## config.mk

```make
export PLATFORM = sky130hd
export DESIGN_NAME = multi_target_interrupt_controller_top
export DESIGN_NICKNAME = d
export VERILOG_FILES = /design/src/mtic_pkg.sv /design/src/multi_target_interrupt_controller_top.sv
export VERILOG_INCLUDE_DIRS = /design/src /design/src/src
export SDC_FILE = /design/constraint.sdc
export NUM_CORES = 1
export LEC_CHECK = 0
export BUFFER_PORTS_ARGS = -buffer_cell sky130_fd_sc_hd__buf_2
export CORE_MARGIN = 2
export CORE_UTILIZATION = 35
export DETAILED_ROUTE_END_ITERATION = 8
export PLACE_DENSITY_LB_ADDON = 0.1
export SETUP_SLACK_MARGIN = 0.02
export SLEW_MARGIN = 20
export SYNTH_ARGS = -nofsm -noshare
export SYNTH_HDL_FRONTEND = slang
export SYNTH_SLANG_ARGS = --single-unit
```

## constraint.sdc

```tcl
create_clock -name clk -period 12.1 [get_ports clk]
set_input_delay 2.42 -clock clk [delete_from_list [all_inputs] [get_ports clk]]
set_output_delay 2.42 -clock clk [all_outputs]
set_load 0.1 [all_outputs]
```

## src/assert_macros.svh

```systemverilog
// Assertion macros for the interrupt controller RTL.
// Needs a clk and an active-low rst_n in the scope of each use.
`ifndef ASSERT_MACROS_SVH
`define ASSERT_MACROS_SVH

// condition holds at every clock edge outside reset
`define MTIC_ASSERT_ALWAYS(name, cond, msg) \
    name: assert property (@(posedge clk) disable iff (!rst_n) (cond)) else $error(msg);

// consequent holds in the cycle after the antecedent
`define MTIC_ASSERT_NEXT(name, ante, cons, msg) \
    name: assert property (@(posedge clk) disable iff (!rst_n) (ante) |=> (cons)) \
        else $error(msg);

`endif

```

## src/mtic_pkg.sv

```systemverilog
// Package for the multi-target interrupt controller.
// Holds sizes, register offsets, opcodes, item types and the sequencer states.
// No dependencies.
package mtic_pkg;

    localparam int TARGET_COUNT  = 4;
    localparam int TARGET_STRIDE = 32;

    localparam int ADDR_W   = 7;
    localparam int DATA_W   = 32;
    localparam int SRC_W    = 6;
    localparam int LINE_OUT = 4;
    localparam int TGT_W    = (TARGET_COUNT > 1) ? $clog2(TARGET_COUNT) : 1;
    localparam int WIDX_W   = TGT_W + 1;
    localparam int NUM_WORDS = 2 * TARGET_COUNT;
    localparam int OFF_W    = $clog2(TARGET_STRIDE);

    localparam logic [OFF_W-1:0] OFF_ENABLE0   = OFF_W'(0);
    localparam logic [OFF_W-1:0] OFF_ENABLE1   = OFF_W'(4);
    localparam logic [OFF_W-1:0] OFF_PEND0     = OFF_W'(8);
    localparam logic [OFF_W-1:0] OFF_PEND1     = OFF_W'(12);
    localparam logic [OFF_W-1:0] OFF_CLAIM     = OFF_W'(16);
    localparam logic [OFF_W-1:0] OFF_THRESHOLD = OFF_W'(20);

    localparam logic [SRC_W-1:0] SRC_FIRST = SRC_W'(1);
    localparam logic [SRC_W-1:0] SRC_LAST  = SRC_W'(63);

    typedef enum logic [1:0] {
        OP_READ  = 2'd0,
        OP_WRITE = 2'd1,
        OP_EVENT = 2'd2,
        OP_NONE  = 2'd3
    } opcode_t;

    typedef enum logic [1:0] {
        ST_IDLE,
        ST_EXEC,
        ST_SCAN,
        ST_DONE
    } state_t;

    typedef struct packed {
        logic [1:0]        opcode;
        logic [ADDR_W-1:0] address;
        logic [DATA_W-1:0] write_data;
        logic [SRC_W-1:0]  irq_number;
        logic              line_level;
    } req_t;

    typedef struct packed {
        logic [DATA_W-1:0]   read_data;
        logic                access_error;
        logic [LINE_OUT-1:0] target_irq_lines;
    } rsp_t;

endpackage

```

## src/multi_target_interrupt_controller_top.sv

```systemverilog
// Top level of the multi-target interrupt controller: register file,
// claim scanner and sequencer. Uses mtic_pkg and assert_macros.svh.

// One item at a time. A read or write that needs no claim passes from acceptance
// through ST_EXEC and ST_DONE back to ST_IDLE. A claim read, or any write that is not
// rejected, adds a claim scan of one source per cycle, ending early at the first
// enabled pending source or at the target threshold. A raised source scans every
// target in turn. A finished result waits in an output register, so the next item
// is taken while it is still stalled.
`include "assert_macros.svh"

module multi_target_interrupt_controller_top
    import mtic_pkg::*;
(
    input  logic clk,
    input  logic rst_n,
    input  logic req_valid,
    output logic req_stall,
    input  req_t req,
    output logic rsp_valid,
    input  logic rsp_stall,
    output rsp_t rsp
);

    state_t state_reg, state_next;

    logic [DATA_W-1:0] pend_reg [NUM_WORDS];
    logic [DATA_W-1:0] pend_next[NUM_WORDS];
    logic [DATA_W-1:0] en_reg   [NUM_WORDS];
    logic [DATA_W-1:0] en_next  [NUM_WORDS];
    logic [SRC_W-1:0]  thr_reg  [TARGET_COUNT];
    logic [SRC_W-1:0]  thr_next [TARGET_COUNT];
    logic [TARGET_COUNT-1:0] line_reg, line_next;

    req_t              req_reg, req_next;
    logic [DATA_W-1:0] rd_reg, rd_next;
    logic              err_reg, err_next;
    logic [SRC_W-1:0]  src_reg, src_next;
    logic [TGT_W-1:0]  scan_t_reg, scan_t_next;
    logic              scan_all_reg, scan_all_next;
    logic              claim_rd_reg, claim_rd_next;
    logic              rsp_valid_reg, rsp_valid_next;
    rsp_t              rsp_reg, rsp_next;

    logic [ADDR_W-1:0] exec_tgt_full;
    logic [OFF_W-1:0]  exec_off;
    logic [TGT_W-1:0]  exec_tgt;
    logic              tgt_ok;
    logic              data_big;
    logic              exec_err;
    logic              exec_scan;
    logic              exec_event;

    logic [TGT_W-1:0]  cur_tgt;
    logic              cur_sel;
    logic [WIDX_W-1:0] widx;
    logic [DATA_W-1:0] word_pe;
    logic [DATA_W-1:0] word_en;
    logic [DATA_W-1:0] word_act;
    logic [SRC_W-1:0]  thr_cur;

    logic              scan_fin;
    logic [SRC_W-1:0]  scan_claim;
    logic              scan_last;
    logic              rsp_load;

    logic [TARGET_COUNT+LINE_OUT-1:0] lines_ext;

    assign req_stall = (state_reg != ST_IDLE);
    assign rsp_valid = rsp_valid_reg;
    assign rsp       = rsp_reg;

    // address decode of the held item
    assign exec_tgt_full = ADDR_W'(req_reg.address / TARGET_STRIDE);
    assign exec_off      = OFF_W'(req_reg.address % TARGET_STRIDE);
    assign tgt_ok        = (exec_tgt_full < ADDR_W'(TARGET_COUNT));
    assign exec_tgt      = exec_tgt_full[TGT_W-1:0];
    assign data_big      = |req_reg.write_data[DATA_W-1:SRC_W];
    assign exec_event    = (req_reg.opcode == OP_EVENT) && req_reg.line_level;

    // one word and one threshold read port shared by decode and scan
    assign cur_tgt  = (state_reg == ST_SCAN) ? scan_t_reg : exec_tgt;
    assign cur_sel  = (state_reg == ST_SCAN) ? src_reg[SRC_W-1] :
                      (exec_off == OFF_CLAIM) ? req_reg.write_data[SRC_W-1] : exec_off[2];
    assign widx     = {cur_tgt, cur_sel};
    assign word_pe  = pend_reg[widx];
    assign word_en  = en_reg[widx];
    assign word_act = word_pe & word_en;
    assign thr_cur  = thr_reg[cur_tgt];

    assign lines_ext = (TARGET_COUNT + LINE_OUT)'(line_reg);
    assign rsp_load  = (state_reg == ST_DONE) && (!rsp_valid_reg || !rsp_stall);
    assign scan_last = !scan_all_reg || (scan_t_reg == TGT_W'(TARGET_COUNT - 1));

    always_comb
    begin
        exec_err  = 1'b0;
        exec_scan = 1'b0;
        if ((req_reg.opcode == OP_READ) || (req_reg.opcode == OP_WRITE)) begin
            if (!tgt_ok) begin
                exec_err = 1'b1;
            end
            else begin
                unique case (exec_off)
                    OFF_ENABLE0, OFF_ENABLE1, OFF_PEND0, OFF_PEND1:
                    begin
                        exec_scan = (req_reg.opcode == OP_WRITE);
                    end
                    OFF_CLAIM, OFF_THRESHOLD:
                    begin
                        exec_err  = (req_reg.opcode == OP_WRITE) && data_big;
                        exec_scan = !exec_err &&
                                    ((req_reg.opcode == OP_WRITE) || (exec_off == OFF_CLAIM));
                    end
                    default:
                    begin
                        exec_err = 1'b1;
                    end
                endcase
            end
        end
        else if (exec_event) begin
            exec_scan = 1'b1;
        end
    end

    // shared claim compare unit: one source per cycle
    always_comb
    begin
        scan_fin   = 1'b0;
        scan_claim = '0;
        if (src_reg >= thr_cur) begin
            scan_fin = 1'b1;
        end
        else if (word_act[src_reg[SRC_W-2:0]]) begin
            scan_fin   = 1'b1;
            scan_claim = src_reg;
        end
        else if (src_reg == SRC_LAST) begin
            scan_fin = 1'b1;
        end
    end

    always_comb
    begin
        state_next = state_reg;
        unique case (state_reg)
            ST_IDLE:
            begin
                if (req_valid) begin
                    state_next = ST_EXEC;
                end
            end
            ST_EXEC:
            begin
                state_next = exec_scan ? ST_SCAN : ST_DONE;
            end
            ST_SCAN:
            begin
                if (scan_fin && scan_last) begin
                    state_next = ST_DONE;
                end
            end
            ST_DONE:
            begin
                if (rsp_load) begin
                    state_next = ST_IDLE;
                end
            end
            default:
            begin
                state_next = ST_IDLE;
            end
        endcase
    end

    always_comb
    begin
        pend_next      = pend_reg;
        en_next        = en_reg;
        thr_next       = thr_reg;
        line_next      = line_reg;
        req_next       = req_reg;
        rd_next        = rd_reg;
        err_next       = err_reg;
        src_next       = src_reg;
        scan_t_next    = scan_t_reg;
        scan_all_next  = scan_all_reg;
        claim_rd_next  = claim_rd_reg;
        rsp_valid_next = rsp_valid_reg;
        rsp_next       = rsp_reg;

        if (rsp_valid_reg && !rsp_stall) begin
            rsp_valid_next = 1'b0;
        end

        unique case (state_reg)
            ST_IDLE:
            begin
                if (req_valid) begin
                    req_next = req;
                end
            end
            ST_EXEC:
            begin
                rd_next       = '0;
                err_next      = exec_err;
                src_next      = SRC_FIRST;
                scan_t_next   = exec_event ? '0 : exec_tgt;
                scan_all_next = exec_event;
                claim_rd_next = 1'b0;
                if (exec_event) begin
                    for (int t = 0; t < TARGET_COUNT; t++) begin
                        pend_next[WIDX_W'(2 * t) + WIDX_W'(req_reg.irq_number[SRC_W-1])]
                            [req_reg.irq_number[SRC_W-2:0]] = 1'b1;
                    end
                end
                else if (!exec_err && (req_reg.opcode == OP_READ)) begin
                    unique case (exec_off)
                        OFF_ENABLE0, OFF_ENABLE1: rd_next = word_en;
                        OFF_PEND0, OFF_PEND1:     rd_next = word_pe;
                        OFF_THRESHOLD:            rd_next = DATA_W'(thr_cur);
                        default:                  claim_rd_next = 1'b1;
                    endcase
                end
                else if (!exec_err && (req_reg.opcode == OP_WRITE)) begin
                    unique case (exec_off)
                        OFF_ENABLE0, OFF_ENABLE1:
                        begin
                            en_next[widx] = req_reg.write_data;
                        end
                        OFF_PEND0:
                        begin
                            pend_next[widx] = (req_reg.write_data == '0) ? '0 :
                                              (word_pe | (req_reg.write_data & ~DATA_W'(1)));
                        end
                        OFF_PEND1:
                        begin
                            pend_next[widx] = (req_reg.write_data == '0) ? '0 :
                                              (word_pe | req_reg.write_data);
                        end
                        OFF_CLAIM:
                        begin
                            pend_next[widx][req_reg.write_data[SRC_W-2:0]] = 1'b0;
                        end
                        default:
                        begin
                            thr_next[exec_tgt] = req_reg.write_data[SRC_W-1:0];
                        end
                    endcase
                end
            end
            ST_SCAN:
            begin
                if (scan_fin) begin
                    line_next[scan_t_reg] = (scan_claim != '0);
                    if (claim_rd_reg) begin
                        rd_next = DATA_W'(scan_claim);
                    end
                    src_next    = SRC_FIRST;
                    scan_t_next = scan_t_reg + TGT_W'(1);
                end
                else begin
                    src_next = src_reg + SRC_W'(1);
                end
            end
            ST_DONE:
            begin
                if (rsp_load) begin
                    rsp_valid_next            = 1'b1;
                    rsp_next.read_data        = rd_reg;
                    rsp_next.access_error     = err_reg;
                    rsp_next.target_irq_lines = lines_ext[LINE_OUT-1:0];
                end
            end
            default:
            begin
            end
        endcase
    end

    always_ff @(posedge clk or negedge rst_n)
    begin
        if (!rst_n) begin
            state_reg     <= ST_IDLE;
            rsp_valid_reg <= 1'b0;
            line_reg      <= '0;
            for (int i = 0; i < NUM_WORDS; i++) begin
                pend_reg[i] <= '0;
                en_reg[i]   <= '0;
            end
            for (int i = 0; i < TARGET_COUNT; i++) begin
                thr_reg[i] <= '0;
            end
        end
        else begin
            state_reg     <= state_next;
            rsp_valid_reg <= rsp_valid_next;
            line_reg      <= line_next;
            pend_reg      <= pend_next;
            en_reg        <= en_next;
            thr_reg       <= thr_next;
        end
    end

    always_ff @(posedge clk)
    begin
        req_reg      <= req_next;
        rd_reg       <= rd_next;
        err_reg      <= err_next;
        src_reg      <= src_next;
        scan_t_reg   <= scan_t_next;
        scan_all_reg <= scan_all_next;
        claim_rd_reg <= claim_rd_next;
        rsp_reg      <= rsp_next;
    end

    `MTIC_ASSERT_NEXT(a_accept_exec, req_valid && !req_stall, state_reg == ST_EXEC, "item not executed after acceptance")
    `MTIC_ASSERT_NEXT(a_rsp_only_from_done, rsp_valid && !rsp_stall && (state_reg != ST_DONE), !rsp_valid, "result appeared outside completion")
    `MTIC_ASSERT_ALWAYS(a_scan_src_nonzero, (state_reg != ST_SCAN) || (src_reg != '0), "claim scan on source zero")

endmodule
```

-- Word level (Yosys, flattened, before mapping)
Cells that the tools add are included.
- $add $sub $neg: 5
- multipliers: 0
- div/mod/pow operators: 0
- $lt $le $gt $ge: 22
- eq/ne operators: 18
- shifts and indexed selects: 0
- multiplexer cells: 77
- bitwise operators: 19
- reductions and logical operators: 52
- operator list (kind ; number):
    256-bit OR ; 4
    256-bit bitwise mux ; 3
    256-bit 2-to-1 mux ; 3
    256-bit case mux with 3 select lines ; 1
    32-bit demux with 3-bit select ; 6
    32-bit 2-to-1 mux ; 16
    256-bit AND ; 1
    256-bit NOT ; 1
    32-bit binary-select mux with 3-bit select ; 2
    32-bit case mux with 3 select lines ; 1
    32-bit OR ; 2
    32-bit case mux with 2 select lines ; 1
    6-bit 2-to-1 mux ; 6
    32-bit AND ; 1
    32-bit zero test ; 1
    26-bit OR reduction ; 1
    24-bit bitwise mux ; 1
    4-bit greater-or-equal comparator (second input constant) ; 5
    4-bit by 1-bit less-than comparator with 1-bit output (second input constant) ; 5
    1-bit 2-to-1 mux ; 19
    5-bit by 6-bit less-than comparator with 1-bit output (second input constant) ; 3
    1-bit logical AND ; 17
    3-bit NOT with 4-bit output ; 4
    6-bit binary-select mux with 2-bit select ; 1
    other kinds (46) ; 88
- register bits: 671
- latch bits: 0
- memory bits (writable): 0
- bits in read-only memories: 0
- input port bits: 52
- output and inout bits: 39
- word-level logic and storage cells: 230
- memories: 0

-- Depth between registers and ports, before layout
- depth after elaboration: 15
- depth in mapped cells: 18
- mapped depth without buffers: 16

-- Worst setup path after synthesis
OpenSTA, ideal clock, no wires.
- kind: register to register
- from: reg state_reg[0]
- to: reg rd_reg[0], enable pin
- library setup time: 0.441 ns
- data arrival time: 5.266 ns
- data required time: 11.659 ns
- slack: 6.394 ns
- cell stages (with the launch flop): 18
- buffers on the path: 2
- clock period less this slack: 5.706 ns
- cells stage by stage: dfrtp_1 inv_1 ha_1 clkbuf_2 clkbuf_1 nand2b_1 a21boi_1 mux4_2 ha_1 nand2b_1 a21oi_1 nor2b_1 o21ai_0 nand2b_1 a21o_1 a21oi_1 and2_1 a31oi_1
- word-level cells in the longest chain between the ends: 13
- elaborated cells between the ends (all ways): 25
- classes of those cells: order compare: 1; eq/ne: 4; mux: 15; bitwise: 3; reduce/logical: 2
- RTL lines (element ; line ; source):
    start, declared ; multi_target_interrupt_controller_top.sv:25 ; state_t state_reg, state_next;
    start signal, assigned ; multi_target_interrupt_controller_top.sv:297 ; state_reg <= state_next;
    2-bit == test ; multi_target_interrupt_controller_top.sv:82, multi_target_interrupt_controller_top.sv:83, multi_target_interrupt_controller_top.sv:197 ;
    1-bit 2-to-1 mux or 2-bit 2-to-1 mux (tied branches) ; multi_target_interrupt_controller_top.sv:83, multi_target_interrupt_controller_top.sv:82 ;
    3-bit NOT with 4-bit output (not written as such) ; multi_target_interrupt_controller_top.sv:86, multi_target_interrupt_controller_top.sv:87 ;
    32-bit binary-select mux with 3-bit select, on equally long branches ; multi_target_interrupt_controller_top.sv:86, multi_target_interrupt_controller_top.sv:87 ;
    32-bit 2-to-1 mux, on equally long branches (2 in series) ; multi_target_interrupt_controller_top.sv:86, multi_target_interrupt_controller_top.sv:87 ;
    32-bit AND ; multi_target_interrupt_controller_top.sv:88 ; assign word_act = word_pe & word_en;
    1-bit binary-select mux with 5-bit select ; multi_target_interrupt_controller_top.sv:135 ; else if (word_act[src_reg[SRC_W-2:0]]) begin
    1-bit 2-to-1 mux (not written as such) ; multi_target_interrupt_controller_top.sv:135 ;
    1-bit 2-to-1 mux ; multi_target_interrupt_controller_top.sv:135 ;
    1-bit 2-to-1 mux ; multi_target_interrupt_controller_top.sv:132 ; if (src_reg >= thr_cur) begin
    2-bit != test (no source line) ; - ;
    3-bit AND reduction (no source line) * ; - ;
    end signal, assigned ; multi_target_interrupt_controller_top.sv:309 ; rd_reg <= rd_next;
    end, declared ; multi_target_interrupt_controller_top.sv:36 ; logic [DATA_W-1:0] rd_reg, rd_next;
Every way passes the cells marked *; elsewhere a longest branch is shown, timed or not. The select of a mux whose other input is x is not followed.
A chain may end at the register's enable or synchronous reset.

-- Worst setup path after layout
- from: reg state_reg[0]
- to: reg rd_reg[12], enable pin
The elaborated chain is that of the path after synthesis.

==> reports/results.ini <==
[route]
vias_per_cell=6.28
wl_per_cell_um=30.8
drc_errors=0
wl_met3_mm=13.2
drtPass1Iterations=6
ant_nets=0
top_layer=met5
wl_mm=139
drtIter0Drc=3329
routed-via-count=28300
wl_met2_mm=58.5
wl_met1_mm=59.3

[cts]
ctsHoldBuffers=0
clk_pin_slew_ns=0.06
htree_levels=3
clock_sinks=671
clkLatencyLatePin_ns=0.66
cts_buffers=79
cts_resized=0
cts_tree=done
ctsRootBufferMaster=clkbuf_16
cts_setup_buffers=0
cts_buffer_depth=3

[timing]
period_share=0.590
worstMarginPinSlew_ns=1.33
max_freq_ghz=0.140
setup_violations=0
hold_viol=0
fin_skew_ns=0.0292
period_needed_ns=7.14
report.final.slew_viol_count=0
rsz0062_at_grt=false
relSlewSlack=0.110
setup_tns_ns=0
hold-worst-slack_ns=0.420

[die]
die_h_um=310
row_count=112
die_area_um2=96100
die_w_um=310
core_um2=93000
initial_core_util=0.352
ios=91

[final_layout]
fin_cells=4507
drive_gt1_frac=0.195
finalNetCount=3256
area_delta_synth_final_pct=13.2
fin_area_um2=37100

[logic_synthesis]
synth_common_cells=a21oi_1 (696), dfrtp_1 (543), nor2_1 (286), mux2_2 (280), o21ai_0 (262)
synthCells=3227
synth_top_family_by_area=compound AO/OA/AOI/OAI gates
synth_flop_cell=dfrtp_1
ys_warn_count=0
synthAdderAreaFrac=0.00611
synth-edff-count=128
yosysTopAreaCell=dfrtp_1
synth.distinct_cells=82
synth_compound_area_frac=0.228
yosys.area_share.simple=0.0863
syn_avg_cell_area_um2=10.2
syn_area_um2=32800
synth_seq_area_share=0.532
ys_async_sr_fraction=0.809
yosysTopAreaCellShare=0.415
synth_area_leaders=dfrtp_1 (41%), edfxtp_1 (12%), a21oi_1 (11%)
yosysMostFrequentCell=a21oi_1
synth_xor_area_frac=0.00107
synthesis.nets=3295
synth_mux_area_frac=0.105
synth-seq-cells=671

[critical_path]
r2r_setup_slack_ns=4.96
cp-start-kind=flip-flop
critPathMaxFanout=49
critPathCapture=rd_reg[12]
crit_start=state_reg[0]
worstReg2RegEnd=rd_reg[12]
worstRegToRegCells=13
critPathRequiredTime_ns=12.36
critPathKind=flip-flop to flip-flop
r2r-start=state_reg[0]
end_kind=flip-flop
cp_data_arrival_time_ns=7.40

[job]
cap_violations=0

[place]
dp.cells=4360
place_area_um2=34400
io_buffers=90
gp_congestion=0.930
dp_hpwl_mm=83.7

[grt]
grt_start_max_net_pins=160
antenna_found_initial=2
grt_pass1_wl_mm=199
grt_use_total=0.285
grt_pass1_vias=27400
overflow=0

[worst_hold_path]
hold_path.startpoint=rd_reg[22]
hold_path.class=flip-flop to flip-flop

[power_and_ir_drop]
p_total_uw=9630
peakVddDrop_uv=138
total_leakage_power_uw=0.0147
power_density_nw_per_um2=259

[outcome]
status=finished clean

worst min-delay path by stage:
stage	to	slack (ns)	depth (start not counted)
floorplan	rsp[10]	0.40	0
global placement	rsp[15]	0.41	0
detailed placement	rsp[16]	0.40	0
CTS	rsp[16]	0.42	0
global route	rsp[19]	0.43	0
finish	rsp[27]	0.42	0
kinds of logic after synthesis:
group                      count (synthesis)
adders and majority gates                 16
DFF                                      671
buffers and inverters                    326
and+or+nand+nor                          593
muxes                                    302
AOI/OAI and AO/OA                       1315
xor gates and xnor gates                   4
metal layers:
metal	vias to the layer above	GRT usage
li1	11900	-
met2	1665	0.409
met1	14400	0.395
met5	-	0
met3	360	0.0693
met4	2	0.154
final cells by class:
cell class | instances | area (µm²)
fillers | 9079 | 55900
flip-flops and latches | 671 | 17400
multi-input cells | 2230 | 14200
clock buffers | 106 | 2220
well taps | 1254 | 1570
repair buffers | 163 | 1070
clock inverters | 39 | 447
inverters | 43 | 161
diodes | 1 | 2.50
layout by cell type (no fill, tap or decap), types with 43 or more instances in the layout:
cell | synthesis | routed
mux2_2 | 280 | 280
nand2_1 | 96 | 96
inv_1 | 43 | 43
edfxtp_1 | 128 | 128
buf_2 | 46 | 89
dfrtp_1 | 543 | 543
a21oi_1 | 696 | 696
clkbuf_16 | 0 | 82
o21ai_0 | 262 | 262
o22ai_1 | 126 | 126
buf_4 | 5 | 69
nor2_1 | 286 | 267
worst max-delay path: stages, from the launching register on:
cell      delay (ns)
dfrtp_1         0.41
inv_1           0.16
ha_1            0.81
mux2i_1         0.72
o21a_4          0.67
buf_4           0.69
o221ai_1        0.25
a22oi_1         0.23
a21boi_0        0.67
a22oi_1         0.20
a221oi_1        0.68
nor3_2          0.11
buf_4           0.23
a31oi_4         0.83
stage by stage:
stage	util	setup slack [ns]
3_5_place_dp	0.370	5.21
4_1_cts	0.398	5.15
2_1_floorplan	-	6.39
5_1_grt	0.399	4.79
6_report	0.399	4.96
3_3_place_gp	0.370	5.48
report_power, final:
| group | switching, µW | internal [µW] | total (µW) | leakage, µW |
|---|---|---|---|---|
| Combinational | 2760 | 961 | 3720 | 0.00560 |
| Sequential | 445 | 2960 | 3400 | 0.00780 |
| Clock | 1020 | 1480 | 2500 | 0.00131 |
Note: power is estimated with default switching activity, not from simulation.
